**src/design/token_repetition_detector_defines.svh**
```systemverilog
// Assertion helpers for the token repetition detector.
// Both sample on clk_i and are off while rst_ni is low.
`ifndef TOKEN_REPETITION_DETECTOR_DEFINES_SVH
`define TOKEN_REPETITION_DETECTOR_DEFINES_SVH

// Same-cycle implication.
`define TRD_ASSERT_NOW(label, ante, cons, msg) \
  label: assert property (@(posedge clk_i) disable iff (!rst_ni) (ante) |-> (cons)) \
    else $error(msg);

// Next-cycle implication.
`define TRD_ASSERT_NEXT(label, ante, cons, msg) \
  label: assert property (@(posedge clk_i) disable iff (!rst_ni) (ante) |=> (cons)) \
    else $error(msg);

`endif

```
**src/design/trd_pkg.sv**
```systemverilog
package trd_pkg;

  // held token count, saturating
  localparam int unsigned HELD_W   = 7;
  localparam int unsigned HELD_MAX = 127;
  // tokens needed before anything is flagged
  localparam int unsigned MIN_HELD = 6;

  // configuration port
  localparam int unsigned CFG_W     = 5;
  localparam int unsigned CFG_IDX_W = 1;
  localparam int unsigned RUN_THRESHOLD_RST = 8;
  localparam int unsigned MAX_PERIOD_RST    = 24;

  localparam int unsigned PERIOD_OUT_W = 5;

  typedef enum logic [CFG_IDX_W-1:0] {
    CFG_RUN_THRESHOLD = 1'b0,
    CFG_MAX_PERIOD    = 1'b1
  } cfg_reg_e;

  typedef struct packed {
    logic                    cycle_hit;
    logic [PERIOD_OUT_W-1:0] period;
  } cycle_info_t;

  typedef struct packed {
    logic                    degenerate;
    logic                    run_hit;
    logic                    cycle_hit;
    logic [PERIOD_OUT_W-1:0] period_found;
  } result_t;

endpackage

```
**src/design/token_repetition_detector.sv**
```systemverilog
// The result of an item is registered and valid in the cycle after the item is accepted.
// Throughput: one item per cycle; every lag counter and the run counter update
// when the item is accepted, together with the result register.
// in_ready_o drops only while a result waits and out_ready_i is low.
// Reset clears the sequence state and loads run_threshold 8, max_period 24.
`include "token_repetition_detector_defines.svh"

module token_repetition_detector #(
  parameter int unsigned TOKEN_BITS    = 18,
  parameter int unsigned MAX_PERIOD    = 24,
  parameter int unsigned HISTORY_DEPTH = 72,
  parameter int unsigned RUN_WINDOW    = 16
) (
  input  logic                                clk_i,
  input  logic                                rst_ni,
  // configuration writes
  input  logic                                cfg_we_i,
  input  logic [trd_pkg::CFG_IDX_W-1:0]       cfg_idx_i,
  input  logic [trd_pkg::CFG_W-1:0]           cfg_data_i,
  // input items
  input  logic                                in_valid_i,
  output logic                                in_ready_o,
  input  logic [TOKEN_BITS-1:0]               token_i,
  input  logic                                restart_i,
  // result items
  output logic                                out_valid_o,
  input  logic                                out_ready_i,
  output logic                                degenerate_o,
  output logic                                run_hit_o,
  output logic                                cycle_hit_o,
  output logic [trd_pkg::PERIOD_OUT_W-1:0]    period_found_o
);
  import trd_pkg::*;

  // Only the last MAX_PERIOD tokens are ever compared against, and a lag
  // beyond the history depth never matches, so the shift line is the
  // shorter of the two.
  localparam int unsigned TAPS  = (HISTORY_DEPTH < MAX_PERIOD) ? HISTORY_DEPTH : MAX_PERIOD;
  localparam int unsigned RUN_W = $clog2(RUN_WINDOW + 1);
  localparam int unsigned CMP_W = (RUN_W > CFG_W) ? RUN_W : CFG_W;

  // ---------------------------------------------------------------------------
  // Configuration registers
  // ---------------------------------------------------------------------------
  logic [CFG_W-1:0] run_threshold_q;
  logic [CFG_W-1:0] max_period_q;

  always_ff @(posedge clk_i or negedge rst_ni) begin
    if (!rst_ni) begin
      run_threshold_q <= CFG_W'(RUN_THRESHOLD_RST);
      max_period_q    <= CFG_W'(MAX_PERIOD_RST);
    end else if (cfg_we_i) begin
      unique case (cfg_reg_e'(cfg_idx_i))
        CFG_RUN_THRESHOLD: run_threshold_q <= cfg_data_i;
        CFG_MAX_PERIOD:    max_period_q    <= cfg_data_i;
      endcase
    end
  end

  // ---------------------------------------------------------------------------
  // Handshake: one result register; a new item may enter in the same cycle
  // the waiting result leaves.
  // ---------------------------------------------------------------------------
  logic accept;
  logic out_valid_q;

  assign in_ready_o = !out_valid_q || out_ready_i;
  assign accept     = in_valid_i && in_ready_o;

  // ---------------------------------------------------------------------------
  // Sequence state
  // ---------------------------------------------------------------------------
  logic [HELD_W-1:0] held_q, held_d;
  logic [HELD_W-1:0] prior;
  logic [RUN_W-1:0]  run_q, run_d;

  logic [TAPS-1:0][TOKEN_BITS-1:0] taps;
  logic [MAX_PERIOD-1:0]           full;
  cycle_info_t                     cyc_info;

  // restart drops the old sequence: the history taps are then never read
  // because every lag check requires the lag to be within the held count
  assign prior = restart_i ? '0 : held_q;

  always_comb begin
    held_d = restart_i                       ? HELD_W'(1) :
             (held_q == HELD_W'(HELD_MAX))   ? held_q :
                                               held_q + 1'b1;

    // trailing run of equal tokens, saturating at the window
    if ((prior != '0) && (taps[0] == token_i)) begin
      run_d = (run_q == RUN_W'(RUN_WINDOW)) ? run_q : run_q + 1'b1;
    end else begin
      run_d = RUN_W'(1);
    end
  end

  always_ff @(posedge clk_i or negedge rst_ni) begin
    if (!rst_ni) begin
      held_q <= '0;
      run_q  <= '0;
    end else if (accept) begin
      held_q <= held_d;
      run_q  <= run_d;
    end
  end

  trd_history #(
    .TOKEN_BITS (TOKEN_BITS),
    .TAPS       (TAPS)
  ) u_history (
    .clk_i   (clk_i),
    .shift_i (accept),
    .token_i (token_i),
    .taps_o  (taps)
  );

  trd_lag_bank #(
    .TOKEN_BITS (TOKEN_BITS),
    .MAX_PERIOD (MAX_PERIOD),
    .TAPS       (TAPS)
  ) u_lag_bank (
    .clk_i   (clk_i),
    .rst_ni  (rst_ni),
    .step_i  (accept),
    .token_i (token_i),
    .taps_i  (taps),
    .prior_i (prior),
    .full_o  (full)
  );

  trd_pick #(
    .MAX_PERIOD (MAX_PERIOD)
  ) u_pick (
    .full_i  (full),
    .limit_i (max_period_q),
    .info_o  (cyc_info)
  );

  // ---------------------------------------------------------------------------
  // Result
  // ---------------------------------------------------------------------------
  logic    armed;
  result_t res_d, res_q;

  // nothing is flagged until six tokens of the sequence are held
  assign armed = held_d >= HELD_W'(MIN_HELD);

  always_comb begin
    res_d.run_hit      = armed && (CMP_W'(run_d) >= CMP_W'(run_threshold_q));
    res_d.cycle_hit    = armed && cyc_info.cycle_hit;
    res_d.period_found = armed ? cyc_info.period : '0;
    res_d.degenerate   = res_d.run_hit || res_d.cycle_hit;
  end

  always_ff @(posedge clk_i or negedge rst_ni) begin
    if (!rst_ni) begin
      out_valid_q <= 1'b0;
    end else if (accept) begin
      out_valid_q <= 1'b1;
    end else if (out_ready_i) begin
      out_valid_q <= 1'b0;
    end
  end

  always_ff @(posedge clk_i) begin
    if (accept) begin
      res_q <= res_d;
    end
  end

  assign out_valid_o    = out_valid_q;
  assign degenerate_o   = res_q.degenerate;
  assign run_hit_o      = res_q.run_hit;
  assign cycle_hit_o    = res_q.cycle_hit;
  assign period_found_o = res_q.period_found;

  // ---------------------------------------------------------------------------
  // Assertions
  // ---------------------------------------------------------------------------
  `TRD_ASSERT_NEXT(a_accept_gives_result, accept, out_valid_q, "accepted item left no result")
  `TRD_ASSERT_NEXT(a_restart_clears, accept && restart_i, held_q == 1 && run_q == 1, "restart did not clear the sequence")
  `TRD_ASSERT_NOW(a_period_matches_hit, out_valid_q, res_q.cycle_hit == (res_q.period_found != 0), "period_found disagrees with cycle_hit")
  `TRD_ASSERT_NOW(a_flag_needs_history, out_valid_q && res_q.degenerate, held_q >= MIN_HELD, "loop flagged with too few tokens held")

endmodule

```
**src/design/trd_history.sv**
```systemverilog
module trd_history #(
  parameter int unsigned TOKEN_BITS = 18,
  parameter int unsigned TAPS       = 24
) (
  input  logic                             clk_i,
  input  logic                             shift_i,
  input  logic [TOKEN_BITS-1:0]            token_i,
  output logic [TAPS-1:0][TOKEN_BITS-1:0]  taps_o
);

  // tap k holds the token k+1 places back
  logic [TAPS-1:0][TOKEN_BITS-1:0] taps_q;

  always_ff @(posedge clk_i) begin
    if (shift_i) begin
      taps_q[0] <= token_i;
      for (int k = 1; k < TAPS; k++) begin
        taps_q[k] <= taps_q[k-1];
      end
    end
  end

  assign taps_o = taps_q;

endmodule

```
**src/design/trd_lag_bank.sv**
```systemverilog
module trd_lag_bank #(
  parameter int unsigned TOKEN_BITS = 18,
  parameter int unsigned MAX_PERIOD = 24,
  parameter int unsigned TAPS       = 24
) (
  input  logic                                    clk_i,
  input  logic                                    rst_ni,
  input  logic                                    step_i,
  input  logic [TOKEN_BITS-1:0]                   token_i,
  input  logic [TAPS-1:0][TOKEN_BITS-1:0]         taps_i,
  input  logic [trd_pkg::HELD_W-1:0]              prior_i,
  output logic [MAX_PERIOD-1:0]                   full_o
);
  import trd_pkg::*;

  localparam int unsigned CNT_W = $clog2(2 * MAX_PERIOD + 1);

  logic [MAX_PERIOD-1:0]            match;
  logic [MAX_PERIOD-1:0][CNT_W-1:0] cnt_q, cnt_d;

  for (genvar p = 1; p <= MAX_PERIOD; p++) begin : g_lag
    if (p <= TAPS) begin : g_tap
      // lag p only counts once p tokens of this sequence are held
      assign match[p-1] = (prior_i >= HELD_W'(p)) && (taps_i[p-1] == token_i);
    end else begin : g_none
      assign match[p-1] = 1'b0;
    end

    // consecutive lag matches, saturating at 2p
    assign cnt_d[p-1] = !match[p-1]                    ? '0 :
                        (cnt_q[p-1] == CNT_W'(2 * p))  ? cnt_q[p-1] :
                                                         cnt_q[p-1] + 1'b1;
    assign full_o[p-1] = match[p-1] && (cnt_q[p-1] >= CNT_W'(2 * p - 1));
  end

  always_ff @(posedge clk_i or negedge rst_ni) begin
    if (!rst_ni) begin
      cnt_q <= '0;
    end else if (step_i) begin
      cnt_q <= cnt_d;
    end
  end

endmodule

```
**src/design/trd_pick.sv**
```systemverilog
module trd_pick #(
  parameter int unsigned MAX_PERIOD = 24
) (
  input  logic [MAX_PERIOD-1:0]       full_i,
  input  logic [trd_pkg::CFG_W-1:0]   limit_i,
  output trd_pkg::cycle_info_t        info_o
);
  import trd_pkg::*;

  localparam int unsigned PER_W = $clog2(MAX_PERIOD + 1);
  localparam int unsigned LIM_W = (PER_W > CFG_W) ? PER_W : CFG_W;

  logic [LIM_W-1:0] limit;

  assign limit = LIM_W'(limit_i);

  // smallest full period within the limit wins
  always_comb begin
    info_o = '0;
    for (int p = MAX_PERIOD; p >= 1; p--) begin
      if (full_i[p-1] && (LIM_W'(p) <= limit)) begin
        info_o.cycle_hit = 1'b1;
        info_o.period    = PERIOD_OUT_W'(p);
      end
    end
  end

endmodule
```
**config.mk**
```make
export PLATFORM = sky130hd
export DESIGN_NAME = token_repetition_detector
export DESIGN_NICKNAME = d
export VERILOG_FILES = /design/src/design/trd_pkg.sv /design/src/design/token_repetition_detector.sv /design/src/design/trd_history.sv /design/src/design/trd_lag_bank.sv /design/src/design/trd_pick.sv
export VERILOG_INCLUDE_DIRS = /design/src /design/src/design
export SDC_FILE = /design/constraint.sdc
export NUM_CORES = 1
export LEC_CHECK = 0
export ABC_AREA = 1
export BUFFER_PORTS_ARGS = -buffer_cell sky130_fd_sc_hd__buf_2
export CAP_MARGIN = 15
export CELL_PAD_IN_SITES_DETAIL_PLACEMENT = 1
export CELL_PAD_IN_SITES_GLOBAL_PLACEMENT = 1
export CORE_MARGIN = 2
export CORE_UTILIZATION = 55
export DETAILED_ROUTE_END_ITERATION = 7
export MAX_ROUTING_LAYER = met4
export PLACE_DENSITY = 0.88
export SLEW_MARGIN = 20
export SYNTH_ARGS = -nofsm -noshare
export SYNTH_HDL_FRONTEND = slang
export SYNTH_SLANG_ARGS = --single-unit
```
**constraint.sdc**
```tcl
create_clock -name clk_i -period 27.5 [get_ports clk_i]
set_input_delay 2.75 -clock clk_i [delete_from_list [all_inputs] [get_ports clk_i]]
set_output_delay 2.75 -clock clk_i [all_outputs]
set_load 0.005 [all_outputs]
```
==> metrics.csv <==
stage;metric;value;unit
die;die_x;242;um
logic_synthesis;synth.avg_cell_area;9.99;um2
place;place_congestion;0.979;
logic_synthesis;synthXorXnorAreaFrac;0.0684;
die;start_util;0.555;
place;port-buffer-count;39;
sta;period_share;0.238;
setup_path;start_kind;input pin;
run_status;outcome;completed;
logic_synthesis;synth_commonest_cells;nand2_1 (457), edfxtp_1 (440), inv_1 (370);
detailed_routing;routed_wl;105000;um
place;place_ws;20.14;ns
logic_synthesis;synth-edff-count;440;
global_route;grt_pass1_wl;159000;um
setup_path;crit_family;buffers and inverters;
detailed_routing;avgRoutedWirePerCell;26.4;um
logic_synthesis;ys_ff_latch;607;
power;p_total;2.23;mW
sta;max_freq;0.153;GHz
logic_synthesis;synthMuxAreaShare;0;
sta;totalNegativeSetupSlack;0;ns
logic_synthesis;synth-compound-area-share;0.0675;
detailed_routing;ant_nets;0;
power;leakagePower;13.8;nW
logic_synthesis;yosysTopAreaCell;edfxtp_1;
power;power_density;65.3;nW/um2
logic_synthesis;synthArstFlopShare;0.275;
logic_synthesis;synth_nets;3236;
job;maxCapViolCount;0;
layout;area_growth;9.10;%
setup_path;cp.arrival;6.88;ns
die;rows;87;
setup_path;crit_buf_inv;4;
cts;cts-resized-gates;0;
setup_path;cp_max_fo;22;
cts;cts_buffers;68;
power;ir_worst_vdd;56.9;uV
detailed_routing;first_pass_iters;6;
logic_synthesis;synth_top_family_by_area;simple AND/OR/NAND/NOR gates;
layout;drive_gt1_frac;0.0899;
cts;postCtsHoldBufs;0;
worst_hold_path;hold_class;register to register;
global_route;antenna_found_initial;3;
detailed_routing;drc;0;
sta;slew_headroom;0.168;
setup_path;max_stage_delay;0.63;ns
sta;rsz0062_at_grt;false;
logic_synthesis;synth_cell_types;74;
die;die_h;242;um
place;place_area;32000;um2
global_route;track_usage;0.367;
setup_path;crit_top_cell;nand2_1;
die;fp.dieArea;58700;um2
logic_synthesis;yosysMostFrequentCell;nand2_1;
logic_synthesis;synth_fa_ha_area_frac;0.0320;
global_route;overflow;0;
sta;clock-skew-final;0.0248;ns
cts;clock_sinks;607;
logic_synthesis;synthSimpleGateAreaFrac;0.210;
cts;ctsHtreeMaxLevel;3;
setup_path;critPathCaptureType;register;
die;core_area;56300;um2
sta;setup_violations;0;
sta;hold_viol;0;
cts;postCtsSetupRepairBufs;0;
detailed_routing;first_iter_violations;2940;
logic_synthesis;synth_top_area_share;0.423;
logic_synthesis;syn_inst;3126;
global_route;grt_max_degree;189;
global_route;grt_pass1_vias;26400;
detailed_routing;vias;25000;
logic_synthesis;syn_area;31200;um2
sta;slew_violations;0;
sta;min_period;6.55;ns
cts;clock_latency;0.61;ns
logic_synthesis;synth-main-ff-cell;edfxtp_1;
detailed_routing;viasPerCell;6.28;
die;ioPinCount;40;
cts;cts_tree;yes;
layout;design_area;34100;um2
cts;cts_max_path_buffers;3;
layout;nets;3285;
setup_path;required;27.83;ns
place;hpwl;73200;um
setup_path;worstSetupPathType;input pin to register;
setup_path;slowest_stage;inv_1;
logic_synthesis;synthTopCellsByArea;edfxtp_1 (42%), dfrtp_1 (13%), nand2_1 (5.5%);
logic_synthesis;ys_seq_area_frac;0.557;
cts;path_clk_slew;0.06;ns
setup_path;crit_path_cell_trace;buf_2, inv_1, nand2_1, nand4_1, nor4_1, nor3b_1, o211ai_2, inv_2, nand2_1, inv_1, ha_1, o21a_1, o21a_1, o21ai_0, nand2_1, a21oi_1, a31oi_1;
logic_synthesis;yosys_warnings;0;
cts;cts_root_buffer;clkbuf_16;
sta;fin_ws;20.95;ns
sta;worst_pin_slew;1.24;ns
## registers in the layout, indices dropped and copies added (netlist names)
signal and flops:
cycle_hit_o 1, degenerate_o 1, held_q 7, max_period_q 5, out_valid_o 1, period_found_o 5
run_hit_o 1, run_q 5, run_threshold_q 5, u_history.taps_o 432, u_lag_bank.cnt_q 144
## stage by stage
stage / hold slack (ns) / instances / util
2_1_floorplan: 0.426 / 3126 / -
3_5_place_dp: 0.451 / 3861 / 0.568
6_report: 0.457 / 3986 / 0.606
4_1_cts: 0.463 / 3982 / 0.605
5_1_grt: 0.475 / 3986 / 0.606
3_3_place_gp: 0.433 / 3861 / 0.568
## where the power goes
part	internal (mW)	switching [mW]	total (mW)	leakage, nW
logic	0.0620	0.173	0.235	6.27
clock network	0.506	0.388	0.894	1.03
registers	1.05	0.0496	1.10	6.51
total	1.62	0.611	2.23	13.8
## cell usage in the layout (no fill, tap or decap), types with 11 or more instances in the layout
cell type	instances
nor3b_1	47
or2_2	74
clkbuf_16	71
a21oi_1	81
buf_4	13
nand3_1	115
nand4_1	103
o21ai_0	160
nand2_1	457
dfrtp_1	164
buf_2	38
nor2_1	322
nor4_1	74
and3_1	19
inv_1	369
ha_1	80
xnor2_1	56
edfxtp_1	440
xor2_1	188
nand3b_1	17
clkbuf_1	15
o22ai_1	23
inv_2	18
clkinv_1	12
nor3_1	110
clkinv_2	14
a221oi_1	11
## final timing paths
kind | startpoint | endpoint | slack (ns) | depth (start not counted)
worst max-delay path | token_i[10] | degenerate_o$_DFFE_PP_ | 20.95 | 17
worst min-delay path | u_history.taps_o[369]$_DFFE_PP_ | u_history.taps_o[387]$_DFFE_PP_ | 0.46 | 0
worst max register to register | out_valid_o$_DFFE_PN0P_ | u_history.taps_o[344]$_DFFE_PP_ | 22.82 | 7
worst min register to register | u_history.taps_o[369]$_DFFE_PP_ | u_history.taps_o[387]$_DFFE_PP_ | 0.46 | 0
max in group asynchronous | rst_ni | u_lag_bank.cnt_q[126]$_DFFE_PN0P_ | 23.69 | 2
min in group asynchronous | rst_ni | u_lag_bank.cnt_q[38]$_DFFE_PN0P_ | 2.24 | 1
## logic make-up after synthesis
logic type               Yosys count
flip-flops                       607
adder cells (fa/ha/maj)           80
XOR/XNOR                         244
buffers and inverters            467
AND/OR/NAND/NOR                 1375
AO/OA/AOI/OAI                    353
## layer usage
metal	up-vias	global-route usage	part of all wire	wire length [um]
li1	10800	-	-	-
met1	12500	0.440	0.37	39500
met2	1346	0.596	0.48	50600
met3	364	0.0672	0.092	9640
met4	0	0.185	0.053	5570
met5	-	-	0	0
## worst register-to-register path, stage by stage (launching register included)
cell and delay, ns:
dfrtp_1 0.37, nand2_1 0.10, nand2_1 0.06, buf_4 0.27, inv_8 0.70, buf_12 0.83, buf_4 1.09, buf_6 0.83
## layout make-up
type / count / area [um2]
Fill cell: 6174 / 22200
Tap cell: 756 / 946
Clock inverter: 33 / 238
Timing Repair Buffer: 54 / 330
Antenna cell: 4 / 10.0
Clock buffer: 88 / 1860
Multi-Input combinational cell: 2052 / 11800
Sequential cell: 607 / 17400
Inverter: 392 / 1490
(Power assumes the default switching activity.)
